File: config.mk
export PLATFORM = sky130hd
export DESIGN_NAME = framed_message_receiver
export DESIGN_NICKNAME = d
export VERILOG_FILES = /design/src/hw/rtl/fmr_pkg.sv /design/src/hw/rtl/fmr_parser.sv /design/src/hw/rtl/fmr_rsp_reg.sv /design/src/hw/rtl/framed_message_receiver.sv
export SDC_FILE = /design/constraint.sdc
export NUM_CORES = 1
export LEC_CHECK = 0
export BUFFER_PORTS_ARGS = -buffer_cell sky130_fd_sc_hd__buf_2
export CORE_ASPECT_RATIO = 1.2
export CORE_MARGIN = 5
export CORE_UTILIZATION = 60
export DETAILED_ROUTE_END_ITERATION = 10
export PLACE_DENSITY = 0.78
export SLEW_MARGIN = 0
export SYNTH_ARGS = -nofsm -noshare
export SYNTH_HDL_FRONTEND = slang
export SYNTH_HIERARCHICAL = 1
export SYNTH_SLANG_ARGS = --single-unit
File: constraint.sdc
create_clock -name clock -period 5.7 [get_ports clock]
set_input_delay 0.285 -clock clock [delete_from_list [all_inputs] [get_ports clock]]
set_output_delay 0.285 -clock clock [all_outputs]
set_load 0.02 [all_outputs]
File: src/hw/rtl/fmr_pkg.sv
`default_nettype none
// ----------------------------------------------------------------------------
// fmr_pkg
// Shared types and constants for the framed message receiver.
// ----------------------------------------------------------------------------
package fmr_pkg;

   localparam logic [7:0] SYNC_FIRST  = 8'hAA;
   localparam logic [7:0] SYNC_SECOND = 8'h55;

   localparam logic [1:0] STATUS_OK      = 2'd0;
   localparam logic [1:0] STATUS_SUM_BAD = 2'd1;
   localparam logic [1:0] STATUS_LEN_BAD = 2'd2;

   // one processed byte, emit marks a result transaction
   typedef struct packed {
      logic       emit;
      logic [7:0] payload_byte;
      logic       has_payload;
      logic       frame_end;
      logic [1:0] frame_status;
   } fmr_result_type;

endpackage
`default_nettype wire

File: src/hw/rtl/fmr_parser.sv
`default_nettype none
// ----------------------------------------------------------------------------
// fmr_parser
// Sync hunt, header decode and payload checksum for one byte per step.
// ----------------------------------------------------------------------------
module fmr_parser (
   input  wire logic                    clock,
   input  wire logic                    reset,
   input  wire logic                    step_valid,
   input  wire logic [7:0]              step_byte,
   output fmr_pkg::fmr_result_type      result
);
   import fmr_pkg::*;

   typedef enum logic [3:0] {
      PH_HUNT    = 4'b0001,
      PH_SAW_AA  = 4'b0010,
      PH_HEADER  = 4'b0100,
      PH_PAYLOAD = 4'b1000
   } phase_type;

   localparam logic [2:0] HDR_LEN_HI = 3'd0;
   localparam logic [2:0] HDR_LEN_LO = 3'd1;
   localparam logic [2:0] HDR_RSVD   = 3'd2;
   localparam logic [2:0] HDR_CHECK  = 3'd3;
   localparam logic [2:0] HDR_SUM_HI = 3'd4;
   localparam logic [2:0] HDR_SUM_LO = 3'd5;

   phase_type   phase_ff, phase_in;
   logic [2:0]  header_index_ff, header_index_in;
   logic [15:0] frame_length_ff, frame_length_in;
   logic [7:0]  length_check_ff, length_check_in;
   logic [15:0] expected_sum_ff, expected_sum_in;
   logic [15:0] bytes_left_ff, bytes_left_in;
   logic [15:0] running_sum_ff, running_sum_in;
   logic [7:0]  pending_high_ff, pending_high_in;
   logic        odd_position_ff, odd_position_in;

   logic [15:0] addend;
   logic [16:0] raw_sum;
   logic [15:0] folded_sum;
   logic [15:0] bytes_left_dec;
   logic [15:0] empty_want;

   // full word when the high byte is pending, else the byte as the low half
   assign addend = odd_position_ff ? {pending_high_ff, step_byte} : {8'd0, step_byte};

   // ones' complement add with end-around carry
   always_comb begin
      raw_sum    = {1'b0, running_sum_ff} + {1'b0, addend};
      folded_sum = raw_sum[16] ? (raw_sum[15:0] + 16'd1) : raw_sum[15:0];
   end

   assign bytes_left_dec = bytes_left_ff - 16'd1;
   assign empty_want     = {expected_sum_ff[15:8], step_byte};

   always_comb begin
      phase_in        = phase_ff;
      header_index_in = header_index_ff;
      frame_length_in = frame_length_ff;
      length_check_in = length_check_ff;
      expected_sum_in = expected_sum_ff;
      bytes_left_in   = bytes_left_ff;
      running_sum_in  = running_sum_ff;
      pending_high_in = pending_high_ff;
      odd_position_in = odd_position_ff;
      result          = '0;

      case (phase_ff)
         PH_HUNT: begin
            if (step_byte == SYNC_FIRST) begin
               phase_in = PH_SAW_AA;
            end
         end
         PH_SAW_AA: begin
            if (step_byte == SYNC_SECOND) begin
               phase_in        = PH_HEADER;
               header_index_in = HDR_LEN_HI;
            end else if (step_byte != SYNC_FIRST) begin
               phase_in = PH_HUNT;
            end
         end
         PH_HEADER: begin
            case (header_index_ff)
               HDR_LEN_HI: frame_length_in = {step_byte, frame_length_ff[7:0]};
               HDR_LEN_LO: frame_length_in = {frame_length_ff[15:8], step_byte};
               HDR_RSVD:   frame_length_in = frame_length_ff;
               HDR_CHECK:  length_check_in = step_byte;
               HDR_SUM_HI: expected_sum_in = {step_byte, expected_sum_ff[7:0]};
               default:    expected_sum_in = {expected_sum_ff[15:8], step_byte};
            endcase
            if (header_index_ff < HDR_SUM_LO) begin
               header_index_in = header_index_ff + 3'd1;
            end else begin
               header_index_in = HDR_LEN_HI;
               running_sum_in  = '0;
               odd_position_in = 1'b0;
               pending_high_in = '0;
               if (length_check_ff != (frame_length_ff[15:8] ^ frame_length_ff[7:0])) begin
                  phase_in            = PH_HUNT;
                  result.emit         = 1'b1;
                  result.frame_end    = 1'b1;
                  result.frame_status = STATUS_LEN_BAD;
               end else if (frame_length_ff == 16'd0) begin
                  phase_in            = PH_HUNT;
                  result.emit         = 1'b1;
                  result.frame_end    = 1'b1;
                  result.frame_status = (empty_want == 16'hFFFF) ? STATUS_OK
                                                                 : STATUS_SUM_BAD;
               end else begin
                  bytes_left_in = frame_length_ff;
                  phase_in      = PH_PAYLOAD;
               end
            end
         end
         PH_PAYLOAD: begin
            if (bytes_left_ff == 16'd0) begin
               phase_in = PH_HUNT;
            end else begin
               bytes_left_in = bytes_left_dec;
               if (odd_position_ff) begin
                  running_sum_in  = folded_sum;
                  odd_position_in = 1'b0;
               end else if (bytes_left_dec == 16'd0) begin
                  running_sum_in = folded_sum;
               end else begin
                  pending_high_in = step_byte;
                  odd_position_in = 1'b1;
               end
               result.emit         = 1'b1;
               result.payload_byte = step_byte;
               result.has_payload  = 1'b1;
               if (bytes_left_dec == 16'd0) begin
                  phase_in            = PH_HUNT;
                  result.frame_end    = 1'b1;
                  result.frame_status = (~running_sum_in == expected_sum_ff) ? STATUS_OK
                                                                             : STATUS_SUM_BAD;
               end
            end
         end
         default: begin
            phase_in = PH_HUNT;
         end
      endcase
   end

   always_ff @(posedge clock) begin
      if (reset) begin
         phase_ff        <= PH_HUNT;
         header_index_ff <= '0;
         frame_length_ff <= '0;
         length_check_ff <= '0;
         expected_sum_ff <= '0;
         bytes_left_ff   <= '0;
         running_sum_ff  <= '0;
         pending_high_ff <= '0;
         odd_position_ff <= 1'b0;
      end else if (step_valid) begin
         phase_ff        <= phase_in;
         header_index_ff <= header_index_in;
         frame_length_ff <= frame_length_in;
         length_check_ff <= length_check_in;
         expected_sum_ff <= expected_sum_in;
         bytes_left_ff   <= bytes_left_in;
         running_sum_ff  <= running_sum_in;
         pending_high_ff <= pending_high_in;
         odd_position_ff <= odd_position_in;
      end
   end

   a_payload_only_in_payload: assert property (@(posedge clock) disable iff (reset)
      result.has_payload |-> phase_ff == PH_PAYLOAD)
      else $error("payload byte outside payload phase");

   a_len_bad_no_payload: assert property (@(posedge clock) disable iff (reset)
      (result.emit && result.frame_status == STATUS_LEN_BAD) |-> !result.has_payload)
      else $error("length error carried payload");

   a_end_returns_to_hunt: assert property (@(posedge clock) disable iff (reset)
      (step_valid && result.frame_end) |=> phase_ff == PH_HUNT)
      else $error("frame end did not return to hunt");

   a_odd_cleared_at_header: assert property (@(posedge clock) disable iff (reset)
      (step_valid && phase_ff == PH_HEADER && phase_in == PH_PAYLOAD)
         |=> (!odd_position_ff && running_sum_ff == 16'd0))
      else $error("checksum state not cleared at frame start");

endmodule
`default_nettype wire

File: src/hw/rtl/fmr_rsp_reg.sv
`default_nettype none
// ----------------------------------------------------------------------------
// fmr_rsp_reg
// Result register on the response channel.
// ----------------------------------------------------------------------------
module fmr_rsp_reg (
   input  wire logic                    clock,
   input  wire logic                    reset,
   input  wire logic                    load,
   input  wire fmr_pkg::fmr_result_type result,
   output logic                         free,
   output logic                         rsp_valid,
   input  wire logic                    rsp_ready,
   output logic [7:0]                   rsp_payload_byte,
   output logic                         rsp_has_payload,
   output logic                         rsp_frame_end,
   output logic [1:0]                   rsp_frame_status
);
   import fmr_pkg::*;

   logic           valid_ff, valid_in;
   fmr_result_type data_ff;

   assign free = !valid_ff || rsp_ready;

   always_comb begin
      if (load) begin
         valid_in = result.emit;
      end else begin
         valid_in = valid_ff && !rsp_ready;
      end
   end

   always_ff @(posedge clock) begin
      if (reset) begin
         valid_ff <= 1'b0;
      end else begin
         valid_ff <= valid_in;
      end
   end

   always_ff @(posedge clock) begin
      if (load && result.emit) begin
         data_ff <= result;
      end
   end

   assign rsp_valid        = valid_ff;
   assign rsp_payload_byte = data_ff.payload_byte;
   assign rsp_has_payload  = data_ff.has_payload;
   assign rsp_frame_end    = data_ff.frame_end;
   assign rsp_frame_status = data_ff.frame_status;

endmodule
`default_nettype wire

File: src/hw/rtl/framed_message_receiver.sv
// path: an accepted byte goes through the input register and the parser into the result
//    register, which drives rsp_; the load waits while the result register holds an untaken transaction
// throughput: one byte per cycle; req_ready drops only while the result register
//    holds a transaction that rsp_ready does not take
// reset (synchronous, active high) empties both registers and returns to sync hunt
`default_nettype none
// ----------------------------------------------------------------------------
// framed_message_receiver
// Byte-stream deframer: sync hunt, header check, payload pass-through and
// ones' complement checksum status.
// ----------------------------------------------------------------------------
module framed_message_receiver (
   input  wire logic       clock,
   input  wire logic       reset,
   input  wire logic       req_valid,
   output logic            req_ready,
   input  wire logic [7:0] req_rx_byte,
   output logic            rsp_valid,
   input  wire logic       rsp_ready,
   output logic [7:0]      rsp_payload_byte,
   output logic            rsp_has_payload,
   output logic            rsp_frame_end,
   output logic [1:0]      rsp_frame_status
);
   import fmr_pkg::*;

   logic           in_valid_ff, in_valid_in;
   logic [7:0]     in_byte_ff;
   logic           out_free;
   logic           advance;
   fmr_result_type step_result;

   assign advance   = in_valid_ff && out_free;
   assign req_ready = !in_valid_ff || out_free;

   always_comb begin
      if (req_valid && req_ready) begin
         in_valid_in = 1'b1;
      end else if (advance) begin
         in_valid_in = 1'b0;
      end else begin
         in_valid_in = in_valid_ff;
      end
   end

   always_ff @(posedge clock) begin
      if (reset) begin
         in_valid_ff <= 1'b0;
      end else begin
         in_valid_ff <= in_valid_in;
      end
   end

   always_ff @(posedge clock) begin
      if (req_valid && req_ready) begin
         in_byte_ff <= req_rx_byte;
      end
   end

   fmr_parser u_parser (
      .clock      (clock),
      .reset      (reset),
      .step_valid (advance),
      .step_byte  (in_byte_ff),
      .result     (step_result)
   );

   fmr_rsp_reg u_rsp_reg (
      .clock            (clock),
      .reset            (reset),
      .load             (advance),
      .result           (step_result),
      .free             (out_free),
      .rsp_valid        (rsp_valid),
      .rsp_ready        (rsp_ready),
      .rsp_payload_byte (rsp_payload_byte),
      .rsp_has_payload  (rsp_has_payload),
      .rsp_frame_end    (rsp_frame_end),
      .rsp_frame_status (rsp_frame_status)
   );

endmodule
`default_nettype wire

==> metrics list <==
- Timing would allow up to 0.233 GHz.
* Final Wtd Congestion: 0.929
* Post-CTS setup buffer count: 0
- For this run, design rule violations remaining after detail routing come to 0.
* Clock Power Share: 43.4%
- Detailed-route wire length per cell: 18.9 um
- The later pin in the worst-skew pair is clocked with a latency of 0.35 ns.
* Data required time of the worst path: roughly 5.9 ns
* Proportion of synthesized flip-flops having asynchronous set or reset: 0%
* Die Outline Area: 13800 sq um
* Endpoint of the most critical register-to-register path: u_rsp_reg/rsp_frame_status[0]$_DFFE_PP_
- Post-route total power: around 1.5 mW
- After Yosys synthesis, full adders, half adders and majority gates account for 4.62% of the synthesized area.
- Startpoint of the worst-slack reg-to-reg timing path: in_byte_ff[0]$_DFFE_PP_
* Largest vdd supply drop: 0.187 mV
- Sorting the synthesized cells by area gives the leading types as sky130_fd_sc_hd__dfxtp_1 (26%), sky130_fd_sc_hd__edfxtp_1 (8.7%), sky130_fd_sc_hd__nor2_1 (5.7%).
- The path with the worst hold slack has its endpoint at in_byte_ff[2]$_DFFE_PP_.
- Endpoints failing setup: 0
* Routed Wire Length: 18.4 mm
- Along the worst hold path, the cell count comes to 1.
- Compound-Gate Fraction of Synth Area: 18.4%
* CTS buffer count: 9
- Starting utilization of the core area: 60.5%
- Counting every sink on the clock net gives 110.
* Max Root-Sink Buffers: 2
- Of the total power, registers draw approximately 52%.
* Worst hold path type: primary input to register
* Most frequently used flop master after synthesis: sky130_fd_sc_hd__dfxtp_1
* Pins over their slew limit: 0
- Share of cells above drive strength 1: 10.8%
- Hold buffers post-CTS: 0
- Synthesis inferred between 100 and 150 register bits.
- Static leakage: 3.02 nW
- The largest individual stage delay along the critical path comes from the cell sky130_fd_sc_hd__edfxtp_1.
- Subtracting the final worst setup slack from the clock period gives 4.28 ns.
- Via count of the first global-routing pass: ~6000
- For this design the ratio of total power to cell area is approximately 210 nW/um^2.
- Antenna Violating Nets Remaining: 0
- Std-Cell Rows: 43
- Total nets after synthesis: around 850
- Relative to the synthesized area, the layout overhead comes to 8.02%.
- Clock-pin slew was measured on the worst setup and hold paths at 0.08 ns.
- Cell count of the worst reg-to-reg path: 14
- Overall Global Routing Usage: 27.6%
* First DRT Iteration DRCs: 488
- The worst setup path is launched from a register.
- Endpoint arrival time on the critical path: 4.49 ns
* Initial antenna violation count: 0
* Endpoint type of the worst setup path: register
* Portion of the clock cycle consumed by the worst path in the final layout: 75.2%
- The library cell used most frequently in the layout, excluding fill and tap cells, is sky130_fd_sc_hd__nor2_1.
- IO Pins: 26
- Min-Delay Startpoint: req_rx_byte[2]
* Cell-internal power: 1.17 mW
- Number of flops mapped to enable cells by yosys: 20
* Setup total negative slack: 0 ns
* Via count: between 6000 and 7000
- Clock tree from TritonCTS: built
* Unrepaired setup endpoints after global routing: false
- Vias per cell: 6.35
- Summing the sequential cell areas from Yosys gives 34.7% of the chip area.
- At the pin with the least slew margin, the transition time is 1.17 ns.
* Total gr overflow: 0
- Combined buffer and inverter count along the critical path: 1
- Number of warning messages in the yosys log: 6
- Synthesized area per cell: about 8.5 sq um
- Count of maximum capacitance violations: 0
- Power dissipated by switching net loads: about 370 uW
- Maximum clock skew at final layout: 0.0119 ns
- The critical path is of the register to register type.
* Number of nets in the layout: 849
- Entering global routing, the biggest net connects 92 pins.
- Mux share of post-synthesis cell area: about 6%
- The largest total area in the synthesized netlist belongs to sky130_fd_sc_hd__dfxtp_1.
- Port Buffers: 25
- The first global-routing pass estimated 30.0 mm of wire.
- Area share of xor/xnor cells in the synthesized design: 9.06%
- Top cell type's share of synthesized area: 26.0%
- 0 antenna diodes ended up in the layout.
- The cell sitting at the root of the clock tree is a sky130_fd_sc_hd__clkbuf_16.
- In this run the standard cell core region covers roughly 11000 sq um.
* CP cell instances: ha_1 -> inv_1 -> fa_1 -> and2b_4 -> o2111ai_4 -> a31o_1 -> a2111oi_4 -> nand2_1 -> nor3_2 -> nand2_1 -> nor3_2 -> xnor3_1 -> mux2_2 -> a31oi_1
- The filler cells instantiated in the layout total 962.
- In this run the tightest slew margin relative to its limit is 21.9%.
* Part of the power in combinational logic: ~4.4%
* Post-synthesis share of cell area spent on and, or, nand and nor gates: between 20% and 30%
* Overall die height: 128 um
- In the synthesized netlist, the number of instances is between 800 and 900.
- Count of cell types in the netlist: 81
* Largest stage delay, worst path: 0.55 ns
- In the layout the commonest cells are sky130_fd_sc_hd__nor2_1 (106), sky130_fd_sc_hd__dfxtp_1 (90), sky130_fd_sc_hd__nand2_1 (62), sky130_fd_sc_hd__a21oi_1 (47), sky130_fd_sc_hd__xnor2_1 (39).
* Chip width: 108 um
* Final Hold Vio Count: 0
- Gate family responsible for the most delay along the worst path: simple AND/OR/NAND/NOR gates
- The cell area that synthesis handed to floorplanning was 6930 sq um.
* Total of cells resized after clock tree synthesis: 0
- Detailed Place HPWL: between 10 and 15 mm
- R2R Setup Slk: 1.42 ns
- Share of total power consumed by net switching: 24.2%
* Iteration count of the initial detailed-routing pass: 5
* Outcome: completed
- Maximum fanout along the worst path: 10
* Main combinational cell family by area after synthesis: simple AND/OR/NAND/NOR gates
* Level count of the clock H-tree: 3
## cells by family (layout without fill, tap and decap cells)
logic type / Yosys count / count (layout)
buf+inv: 65 / 71
compound gates: 183 / 183
xor+xnor: 67 / 67
simple gates: 320 / 320
mux: 41 / 41
flops: 110 / 110
fa+ha+maj: 25 / 25
## per-layer routing
layer / share of wire (%) / global-route usage [%]
met2: 49 / 46.7
met4: 5.5 / 15.5
met1: 40 / 33.3
met3: 6.0 / 4.23
met5: 0 / 0
## layout make-up
class                           instances  area (sq um)  share of cell area (%)
Multi-Input combinational cell        636          4280                    57.1
Sequential cell                       110          2400                    32.1
Clock buffer                            9           225                    3.01
Timing Repair Buffer                   37           215                    2.87
Tap cell                              157           196                    2.62
Clock inverter                          7           101                    1.35
Inverter                               18          67.6                   0.903
## through the flow
stage	worst slack (ns)	utilization [%]	hold WS (ns)	area [sq um]	cells
2_1_floorplan	1.92	-	0.347	6930	811
3_3_place_gp	1.53	62.5	0.458	7160	958
3_5_place_dp	1.47	62.5	0.461	7160	958
4_1_cts	1.44	65.3	0.0931	7490	974
5_1_grt	1.08	65.3	0.0879	7490	974
6_report	1.42	65.3	0.0986	7490	974
## worst max-delay path by stage
stage,from,end,slack (ns),cells after the start
global placement,in_byte_ff[0]$_DFFE_PP_,u_rsp_reg/rsp_frame_status[0]$_DFFE_PP_,1.53,14
finish,in_byte_ff[0]$_DFFE_PP_,u_rsp_reg/rsp_frame_status[0]$_DFFE_PP_,1.42,14
global route,in_byte_ff[0]$_DFFE_PP_,u_rsp_reg/rsp_frame_status[0]$_DFFE_PP_,1.08,14
floorplan,in_byte_ff[1]$_DFFE_PP_,u_rsp_reg/rsp_frame_status[0]$_DFFE_PP_,1.92,13
detailed placement,in_byte_ff[0]$_DFFE_PP_,u_rsp_reg/rsp_frame_status[0]$_DFFE_PP_,1.47,14
CTS,in_byte_ff[0]$_DFFE_PP_,u_rsp_reg/rsp_frame_status[0]$_DFFE_PP_,1.44,14
## flip-flops by register name (all words and copies together) (netlist names)
signal / cells
u_parser/running_sum_ff: 16
u_rsp_reg/rsp_payload_byte: 8
u_parser/pending_high_ff: 8
u_rsp_reg/rsp_has_payload: 1
in_valid_ff: 1
u_rsp_reg/rsp_valid: 1
u_parser/length_check_ff: 8
u_rsp_reg/rsp_frame_end: 1
u_parser/expected_sum_ff: 16
u_parser/phase_ff: 4
u_parser/bytes_left_ff: 16
in_byte_ff: 8
u_rsp_reg/rsp_frame_status: 2
u_parser/odd_position_ff: 1
u_parser/frame_length_ff: 16
u_parser/header_index_ff: 3
## cell usage after synthesis, types with 3 or more instances
master,instances
sky130_fd_sc_hd__or3_1,3
sky130_fd_sc_hd__nand2_1,62
sky130_fd_sc_hd__nand4_1,12
sky130_fd_sc_hd__o21ai_1,3
sky130_fd_sc_hd__and3_1,4
sky130_fd_sc_hd__a21o_1,5
sky130_fd_sc_hd__mux2i_1,35
sky130_fd_sc_hd__nor2_1,106
sky130_fd_sc_hd__or2_2,3
sky130_fd_sc_hd__nor2b_1,6
sky130_fd_sc_hd__buf_2,7
sky130_fd_sc_hd__o21ai_0,27
sky130_fd_sc_hd__nor4_1,9
sky130_fd_sc_hd__inv_1,18
sky130_fd_sc_hd__edfxtp_1,20
sky130_fd_sc_hd__a31oi_1,5
sky130_fd_sc_hd__o32ai_1,3
sky130_fd_sc_hd__dfxtp_1,90
sky130_fd_sc_hd__nand3_1,34
sky130_fd_sc_hd__o31ai_1,3
sky130_fd_sc_hd__ha_1,24
sky130_fd_sc_hd__o22ai_1,5
sky130_fd_sc_hd__or4_1,4
sky130_fd_sc_hd__nor3_1,18
sky130_fd_sc_hd__xnor2_1,39
sky130_fd_sc_hd__nand2b_1,6
sky130_fd_sc_hd__a211o_1,7
sky130_fd_sc_hd__a22oi_1,31
sky130_fd_sc_hd__xor2_1,25
sky130_fd_sc_hd__a21oi_1,48
sky130_fd_sc_hd__nor4b_1,3
sky130_fd_sc_hd__o21a_1,3
sky130_fd_sc_hd__xnor3_1,3
sky130_fd_sc_hd__o211ai_1,6
sky130_fd_sc_hd__and2_1,17
sky130_fd_sc_hd__mux2_2,5
sky130_fd_sc_hd__nand3b_1,6
sky130_fd_sc_hd__a211oi_1,8
sky130_fd_sc_hd__clkbuf_1,37
sky130_fd_sc_hd__nor3b_1,4
## power groups by stage
stage / clock network, mW / registers [mW] / logic, mW
after floorplan: 0 / 0.815 / 0.0542
after global placement: 0 / 0.825 / 0.0657
after detailed placement: 0 / 0.826 / 0.0673
after CTS: 0.684 / 0.808 / 0.0676
after global routing: 0.720 / 0.809 / 0.0739
final: 0.671 / 0.808 / 0.0684
Note: power is estimated with default switching activity, not from simulation.
